File: src/rtl/core/eta_pkg.sv
// ----------------------------------------------------------------------------
// eta_pkg
// Shared types and constants for the environment threshold alert block.
// ----------------------------------------------------------------------------
package eta_pkg;

    typedef enum logic [2:0] {
        AL_NONE       = 3'd0,
        AL_TEMP_LOW   = 3'd1,
        AL_TEMP_HIGH  = 3'd2,
        AL_HUMID_LOW  = 3'd3,
        AL_HUMID_HIGH = 3'd4,
        AL_LIGHT_LOW  = 3'd5,
        AL_LIGHT_HIGH = 3'd6
    } t_alert;

    typedef enum logic [2:0] {
        CFG_TEMP_LOW   = 3'd0,
        CFG_TEMP_HIGH  = 3'd1,
        CFG_HUMID_LOW  = 3'd2,
        CFG_HUMID_HIGH = 3'd3,
        CFG_LIGHT_LOW  = 3'd4,
        CFG_LIGHT_HIGH = 3'd5,
        CFG_ALERT_EN   = 3'd6,
        CFG_VOICE_EN   = 3'd7
    } t_cfg_idx;

    localparam int CFG_IDX_W  = 3;
    localparam int CFG_DATA_W = 16;
    localparam int TS_W       = 32;

    localparam int DEF_REPEAT_INTERVAL_MS = 60000;
    localparam int DEF_TIME_BITS          = 32;

    localparam logic signed [7:0] RST_TEMP_LOW   = 8'sd10;
    localparam logic signed [7:0] RST_TEMP_HIGH  = 8'sd30;
    localparam logic [6:0]        RST_HUMID_LOW  = 7'd30;
    localparam logic [6:0]        RST_HUMID_HIGH = 7'd70;
    localparam logic [15:0]       RST_LIGHT_LOW  = 16'd10;
    localparam logic [15:0]       RST_LIGHT_HIGH = 16'd10000;

    typedef struct packed {
        logic signed [7:0] temp_min;
        logic signed [7:0] temp_max;
        logic [6:0]        humid_low;
        logic [6:0]        humid_high;
        logic [15:0]       lux_min;
        logic [15:0]       lux_max;
        logic              alert_en;
        logic              voice_en;
    } t_cfg;

    // lowest member last: matches tdata packing
    typedef struct packed {
        logic [TS_W-1:0]    time_ms;
        logic [19:0]        illuminance;
        logic               light_valid;
        logic [9:0]         humidity;
        logic signed [11:0] temperature;
        logic               climate_valid;
        logic               snapshot_ok;
    } t_item;

    typedef struct packed {
        logic   play_voice;
        logic   announce;
        t_alert active_alert;
    } t_result;

    localparam int ITEM_W     = $bits(t_item);
    localparam int RESULT_W   = $bits(t_result);
    localparam int IN_DATA_W  = ((ITEM_W + 7) / 8) * 8;
    localparam int OUT_DATA_W = ((RESULT_W + 7) / 8) * 8;

endpackage

File: src/rtl/core/eta_classify.sv
// ----------------------------------------------------------------------------
// eta_classify
// Fixed-priority threshold classifier for one registered sample.
// ----------------------------------------------------------------------------
module eta_classify (
    input  eta_pkg::t_cfg   i_cfg,
    input  eta_pkg::t_item  i_item,
    output eta_pkg::t_alert o_alert
);

    logic signed [12:0] w_tl10;
    logic signed [12:0] w_th10;
    logic signed [12:0] w_temp;
    logic [10:0]        w_hl10;
    logic [10:0]        w_hh10;
    logic [10:0]        w_humid;
    logic [19:0]        w_ll10;
    logic [19:0]        w_lh10;

    // limits are whole units, readings are tenths
    assign w_tl10  = 13'(i_cfg.temp_min) * 13'sd10;
    assign w_th10  = 13'(i_cfg.temp_max) * 13'sd10;
    assign w_temp  = 13'(i_item.temperature);
    assign w_hl10  = 11'(i_cfg.humid_low) * 11'd10;
    assign w_hh10  = 11'(i_cfg.humid_high) * 11'd10;
    assign w_humid = 11'(i_item.humidity);
    assign w_ll10  = 20'(i_cfg.lux_min) * 20'd10;
    assign w_lh10  = 20'(i_cfg.lux_max) * 20'd10;

    always_comb begin
        o_alert = eta_pkg::AL_NONE;
        if (i_cfg.alert_en && i_item.snapshot_ok) begin
            if (i_item.climate_valid && (w_temp < w_tl10)) begin
                o_alert = eta_pkg::AL_TEMP_LOW;
            end else if (i_item.climate_valid && (w_temp > w_th10)) begin
                o_alert = eta_pkg::AL_TEMP_HIGH;
            end else if (i_item.climate_valid && (w_humid < w_hl10)) begin
                o_alert = eta_pkg::AL_HUMID_LOW;
            end else if (i_item.climate_valid && (w_humid > w_hh10)) begin
                o_alert = eta_pkg::AL_HUMID_HIGH;
            end else if (i_item.light_valid && (i_item.illuminance < w_ll10)) begin
                o_alert = eta_pkg::AL_LIGHT_LOW;
            end else if (i_item.light_valid && (i_item.illuminance > w_lh10)) begin
                o_alert = eta_pkg::AL_LIGHT_HIGH;
            end
        end
    end

endmodule

File: src/rtl/core/eta_tracker.sv
// ----------------------------------------------------------------------------
// eta_tracker
// Holds the active alert and last announcement time, decides announcements
// and owns the result register.
// ----------------------------------------------------------------------------
module eta_tracker #(
    parameter int REPEAT_INTERVAL_MS = eta_pkg::DEF_REPEAT_INTERVAL_MS,
    parameter int TIME_BITS          = eta_pkg::DEF_TIME_BITS
) (
    input  logic                      i_clk,
    input  logic                      i_rst_n,
    input  logic                      i_move,
    input  logic                      i_out_ready,
    input  eta_pkg::t_alert           i_alert,
    input  logic [eta_pkg::TS_W-1:0]  i_time_ms,
    input  logic                      i_voice_en,
    output logic                      o_out_valid,
    output eta_pkg::t_result          o_result
);

    eta_pkg::t_alert  r_cur;
    eta_pkg::t_alert  n_cur;
    logic [TIME_BITS-1:0] r_last;
    logic [TIME_BITS-1:0] n_last;
    logic                 r_out_valid;
    logic                 n_out_valid;
    eta_pkg::t_result     r_result;
    eta_pkg::t_result     n_result;

    logic [TIME_BITS-1:0] w_now;
    logic [TIME_BITS-1:0] w_elapsed;
    logic                 w_due;
    logic                 w_announce;

    assign w_now      = TIME_BITS'(i_time_ms);
    assign w_elapsed  = w_now - r_last;
    assign w_due      = w_elapsed >= TIME_BITS'(REPEAT_INTERVAL_MS);
    assign w_announce = (i_alert != eta_pkg::AL_NONE) && ((i_alert != r_cur) || w_due);

    always_comb begin
        n_cur  = r_cur;
        n_last = r_last;
        if (i_alert == eta_pkg::AL_NONE) begin
            n_cur = eta_pkg::AL_NONE;
        end else if (w_announce) begin
            n_cur  = i_alert;
            n_last = w_now;
        end
        n_result.active_alert = n_cur;
        n_result.announce     = w_announce;
        n_result.play_voice   = w_announce && i_voice_en;
        n_out_valid = i_move || (r_out_valid && !i_out_ready);
    end

    always_ff @(posedge i_clk) begin
        if (!i_rst_n) begin
            r_cur       <= eta_pkg::AL_NONE;
            r_last      <= '0;
            r_out_valid <= 1'b0;
        end else begin
            r_out_valid <= n_out_valid;
            if (i_move) begin
                r_cur  <= n_cur;
                r_last <= n_last;
            end
        end
    end

    always_ff @(posedge i_clk) begin
        if (i_move) begin
            r_result <= n_result;
        end
    end

    assign o_out_valid = r_out_valid;
    assign o_result    = r_result;

endmodule

File: src/rtl/core/environment_threshold_alert.sv
// ----------------------------------------------------------------------------
// environment_threshold_alert
// Classifies environment samples against thresholds and paces announcements.
// ----------------------------------------------------------------------------
// Usage:
//   s_axis_* carries one sensor sample per request; m_axis_* returns one
//   result per sample (active alert, announce, play_voice) in order.
//   i_cfg_* writes the threshold and enable registers, one per cycle; the
//   user must do this only while the block is idle; the block has no check.
// Path: an accepted sample is held in the input register, is classified and
//   lands in the result register once that register is free or draining,
//   and is then offered on m_axis.
// Throughput: one sample per cycle while results drain; the input register
//   and result register form a two-deep pipe, and the alert/timestamp state
//   updates in the same cycle a sample moves into the result register.
// Stall: while a result waits on m_axis_tready, one more sample is held in
//   the input register; s_axis_tready drops only when both are full.
// Reset: synchronous, active low; clears both registers' valid flags, the
//   held alert, the last announcement time and loads default thresholds
//   with alerts and voice disabled.
// ----------------------------------------------------------------------------
module environment_threshold_alert #(
    parameter int REPEAT_INTERVAL_MS = eta_pkg::DEF_REPEAT_INTERVAL_MS,
    parameter int TIME_BITS          = eta_pkg::DEF_TIME_BITS
) (
    input  logic                             i_clk,
    input  logic                             i_rst_n,
    input  logic                             s_axis_tvalid,
    output logic                             s_axis_tready,
    // snapshot_ok, climate_valid, temperature[12], humidity[10],
    // light_valid, illuminance[20], time_ms[32], zero pad
    input  logic [eta_pkg::IN_DATA_W-1:0]    s_axis_tdata,
    output logic                             m_axis_tvalid,
    input  logic                             m_axis_tready,
    // active_alert[3], announce, play_voice, zero pad
    output logic [eta_pkg::OUT_DATA_W-1:0]   m_axis_tdata,
    input  logic                             i_cfg_we,
    input  logic [eta_pkg::CFG_IDX_W-1:0]    i_cfg_idx,
    input  logic [eta_pkg::CFG_DATA_W-1:0]   i_cfg_data
);

    eta_pkg::t_cfg    r_cfg;
    logic             r_in_valid;
    eta_pkg::t_item   r_item;
    eta_pkg::t_alert  w_alert;
    eta_pkg::t_result w_result;
    logic             w_out_valid;
    logic             w_move;
    logic             w_in_req;

    assign w_move        = r_in_valid && (!w_out_valid || m_axis_tready);
    assign s_axis_tready = !r_in_valid || w_move;
    assign w_in_req      = s_axis_tvalid && s_axis_tready;

    always_ff @(posedge i_clk) begin
        if (!i_rst_n) begin
            r_in_valid       <= 1'b0;
            r_cfg.temp_min   <= eta_pkg::RST_TEMP_LOW;
            r_cfg.temp_max   <= eta_pkg::RST_TEMP_HIGH;
            r_cfg.humid_low  <= eta_pkg::RST_HUMID_LOW;
            r_cfg.humid_high <= eta_pkg::RST_HUMID_HIGH;
            r_cfg.lux_min    <= eta_pkg::RST_LIGHT_LOW;
            r_cfg.lux_max    <= eta_pkg::RST_LIGHT_HIGH;
            r_cfg.alert_en   <= 1'b0;
            r_cfg.voice_en   <= 1'b0;
        end else begin
            r_in_valid <= w_in_req || (r_in_valid && !w_move);
            if (i_cfg_we) begin
                unique case (eta_pkg::t_cfg_idx'(i_cfg_idx))
                    eta_pkg::CFG_TEMP_LOW:   r_cfg.temp_min   <= i_cfg_data[7:0];
                    eta_pkg::CFG_TEMP_HIGH:  r_cfg.temp_max   <= i_cfg_data[7:0];
                    eta_pkg::CFG_HUMID_LOW:  r_cfg.humid_low  <= i_cfg_data[6:0];
                    eta_pkg::CFG_HUMID_HIGH: r_cfg.humid_high <= i_cfg_data[6:0];
                    eta_pkg::CFG_LIGHT_LOW:  r_cfg.lux_min    <= i_cfg_data;
                    eta_pkg::CFG_LIGHT_HIGH: r_cfg.lux_max    <= i_cfg_data;
                    eta_pkg::CFG_ALERT_EN:   r_cfg.alert_en   <= i_cfg_data[0];
                    eta_pkg::CFG_VOICE_EN:   r_cfg.voice_en   <= i_cfg_data[0];
                    default: begin
                    end
                endcase
            end
        end
    end

    always_ff @(posedge i_clk) begin
        if (w_in_req) begin
            r_item <= eta_pkg::t_item'(s_axis_tdata[eta_pkg::ITEM_W-1:0]);
        end
    end

    eta_classify u_classify (
        .i_cfg   (r_cfg),
        .i_item  (r_item),
        .o_alert (w_alert)
    );

    eta_tracker #(
        .REPEAT_INTERVAL_MS (REPEAT_INTERVAL_MS),
        .TIME_BITS          (TIME_BITS)
    ) u_tracker (
        .i_clk       (i_clk),
        .i_rst_n     (i_rst_n),
        .i_move      (w_move),
        .i_out_ready (m_axis_tready),
        .i_alert     (w_alert),
        .i_time_ms   (r_item.time_ms),
        .i_voice_en  (r_cfg.voice_en),
        .o_out_valid (w_out_valid),
        .o_result    (w_result)
    );

    assign m_axis_tvalid = w_out_valid;
    assign m_axis_tdata  = eta_pkg::OUT_DATA_W'(w_result);

    a_voice_needs_announce: assert property (@(posedge i_clk) disable iff (!i_rst_n)
        (m_axis_tvalid && w_result.play_voice) |-> w_result.announce)
        else $error("play_voice without announce");

    a_announce_has_alert: assert property (@(posedge i_clk) disable iff (!i_rst_n)
        (m_axis_tvalid && w_result.announce) |-> (w_result.active_alert != eta_pkg::AL_NONE))
        else $error("announce with no active alert");

    a_stall_only_on_output: assert property (@(posedge i_clk) disable iff (!i_rst_n)
        !s_axis_tready |-> (m_axis_tvalid && !m_axis_tready))
        else $error("input stalled while output side can drain");

endmodule

File: config.mk
export PLATFORM = sky130hd
export DESIGN_NAME = environment_threshold_alert
export DESIGN_NICKNAME = d
export VERILOG_FILES = /design/src/rtl/core/eta_pkg.sv /design/src/rtl/core/eta_classify.sv /design/src/rtl/core/eta_tracker.sv /design/src/rtl/core/environment_threshold_alert.sv
export SDC_FILE = /design/constraint.sdc
export NUM_CORES = 1
export LEC_CHECK = 0
export BUFFER_PORTS_ARGS = -buffer_cell sky130_fd_sc_hd__buf_2
export CORE_ASPECT_RATIO = 1.5
export CORE_MARGIN = 2
export CORE_UTILIZATION = 40
export DETAILED_ROUTE_END_ITERATION = 12
export SYNTH_ARGS = -nofsm -noshare
export SYNTH_HDL_FRONTEND = slang
export SYNTH_SLANG_ARGS = --single-unit
File: constraint.sdc
create_clock -name i_clk -period 6.2 [get_ports i_clk]
set_clock_uncertainty 0.15 [all_clocks]
set_input_delay 0.93 -clock i_clk [delete_from_list [all_inputs] [get_ports i_clk]]
set_output_delay 0.93 -clock i_clk [all_outputs]
set_load 0.05 [all_outputs]
==> metrics <==
commonest non-fill, non-tap cell in the layout=nand2_1; ANT cells=0; max_slew headroom=24.5%; Fmax achieved=171 MHz; starting density of the core=40.3%; Pwr Density=195 nW/um^2; initial antenna violation count=3; Post-Route WL=31400 um; VDD IR-drop max=0.155 mV; vias in the first global route=10451; critical path class=reg -> reg; via density per instance=5.35; layout cell share with drive strength beyond 1=12.9%; HPWL Detailed=24700 um; TritonCTS sink count=183; post-synthesis register bit count=183; peak fanout along the critical path=11; synth unique cells=72; area grow syn2layout=13.3%; FP Rows=81; clock root buffer=clkbuf_16; outcome=finished, final reports clean; Core Region=32300 um^2; TritonCTS clock tree=yes; Vias=10500; clock group share of total power=35.9%; DRC errors left=0; Post-DRT Antenna Nets=0; Net Switching=0.830 mW; Final Non-Filler Cells=1963; die span in x=151 um; design area=14800 um^2; Required @ worst endpoint=6.40 ns; I/O Pins=114; crit path DAT=6.05 ns; Critical Path Source Type=flip-flop; P_int=2.06 mW; Gate power share=17.6%; first-pass GRT wire length=50300 um; area leader, netlist=ha_1; final core utilization=45.7%; max-cap violations=0; 1st-pass router iterations=4; Post-Syn Area=13000 um^2; CTS Buf Count=17; HP Class=reg -> reg; Synth top area share=20.1%; clk buf depth=2; pre-CTS setup slack=-0.105 ns; cells after synthesis=1421; final-report hold violation count=0; Seq/Total Area, Yosys=34.4%; most frequent cells in the layout=nand2_1, ha_1, buf_2, inv_1, dfxtp_1; setup slack after layout=0.341 ns; RSZ-0062 raised after global routing=false; critical path's largest stage delay=0.56 ns; Tcrit/Tclk final=94.5%; Post-synth EDFFs=82; Net Sw Frac=28.7%; Worst-path clk slew=0.07 ns; worst slew pin tran=1.13 ns; drt wl/cell=16.0 um; Die Height=225 um; FFs w/ async S/R, synth=0%; placed cell count=1928; Die ar.=34100 um^2; worst skew pair latency=0.46 ns; number of H-tree levels=4; Pleak=6.26 nW; routability congestion estimate=0.865; sequential power share=46.5%; total congestion overflow=0; syn_area_per_cell=9.18 um^2; pins over their slew limit=0; min cycle time layout=5.86 ns; largest net degree at the start of global routing=78; top_reg_cell synth=dfxtp_1; nets=1856; area post-placement=14100 um^2; I/O Buffers=107; Worst Setup End Kind=flip-flop; Worst path slowest cell=or4_4; Detailed Route Iter0 Violations=475; Total GRT Usage=19.0%; Yosys warnings=0; largest cells by area after synthesis=ha_1, edfxtp_1, dfxtp_1; Finish-stage setup viols=0
-- sequential cells by signal (all words and copies together), names as in the netlist --
name                   count
r_in_valid                 1
r_item                    77
r_cfg                     64
u_tracker.o_result         5
u_tracker.o_out_valid      1
u_tracker.r_cur            3
u_tracker.r_last          32
-- synth_stat cells (29+ instances only) --
| cell | n |
|---|---|
| a21boi_0 | 42 |
| xor2_1 | 29 |
| nor2_1 | 44 |
| clkbuf_1 | 29 |
| edfxtp_1 | 82 |
| ha_1 | 210 |
| mux2i_1 | 49 |
| dfxtp_1 | 101 |
| inv_1 | 103 |
| a21oi_1 | 87 |
| nand3_1 | 32 |
| nor2b_1 | 34 |
| nand2_1 | 227 |
| o21ai_0 | 71 |
-- worst max-delay path, delay by kind of cell (launching register included) --
family                   cells  cell delay, ns
flip-flops                   1            0.34
AO/OA/AOI/OAI               13            2.20
XOR/XNOR                     1            0.16
buffers and inverters        3            0.37
adder cells (fa/ha/maj)      4            1.15
AND/OR/NAND/NOR              5            1.23
multiplexers                 1            0.13
-- cell type report --
cell class / instances / area, um^2
clock buffers: 19 / 454
clock inverters: 13 / 93.8
fillers: 3172 / 17600
inverters: 103 / 387
multi-input cells: 1094 / 8050
flip-flops and latches: 183 / 4480
well taps: 415 / 519
repair buffers: 136 / 790
-- metal layers --
metal	vias up	track usage, %	wire length [um]	share of wire, %
met4	6	7.39	916	2.9
met3	54	3.06	853	2.7
met2	155	36.8	17300	55
met1	4979	19.9	12300	39
met5	-	0	36	0.11
li1	5306	-	-	-
-- per-stage QoR --
step	hold slack [ns]	total power, mW	TNS, ns
5_1_grt	0.328	3.05	0
3_3_place_gp	0.292	1.86	-1.37
6_report	0.308	2.89	0
2_1_floorplan	0.285	1.71	0
3_5_place_dp	0.297	1.87	-2.93
4_1_cts	0.312	2.92	0
-- cell families (layout without fill, tap and decap cells) --
kind of cell | count (synthesis) | after routing | share of synthesized area, %
buffers and inverters | 146 | 271 | 4.58
AO/OA/AOI/OAI | 331 | 331 | 16.7
multiplexers | 49 | 49 | 3.76
other | 1 | 3 | 0.0287
AND/OR/NAND/NOR | 437 | 437 | 15.5
XOR/XNOR | 57 | 57 | 3.83
adder cells (fa/ha/maj) | 217 | 217 | 21.2
flip-flops | 183 | 183 | 34.4
-- power groups by stage --
| stage | Combinational [mW] | Clock, mW | Sequential, mW |
|---|---|---|---|
| finish | 0.510 | 1.04 | 1.34 |
| CTS | 0.508 | 1.07 | 1.34 |
| global placement | 0.491 | 0 | 1.37 |
| floorplan | 0.349 | 0 | 1.36 |
| global route | 0.580 | 1.12 | 1.35 |
| detailed placement | 0.503 | 0 | 1.37 |
-- worst paths after layout --
check,slack (ns),from,depth (start not counted),to
worst max-delay path,0.34,r_cfg[21]$_SDFFE_PN1P_,27,u_tracker.r_last[16]$_SDFFE_PN0P_
worst min-delay path,0.31,u_tracker.r_last[6]$_SDFFE_PN0P_,2,u_tracker.r_last[6]$_SDFFE_PN0P_
worst min register to register,0.31,u_tracker.r_last[6]$_SDFFE_PN0P_,2,u_tracker.r_last[6]$_SDFFE_PN0P_
worst max register to register,0.34,r_cfg[21]$_SDFFE_PN1P_,27,u_tracker.r_last[16]$_SDFFE_PN0P_
-- timing repair --
action,CTS,global route
resized for setup,4,25
setup endpoints to repair,32,34
setup buffers,0,2
hold endpoints to repair,0,0
hold buffers,0,0
cloned,0,1
pin swaps,1,18
Note: power is estimated with default switching activity, not from simulation.
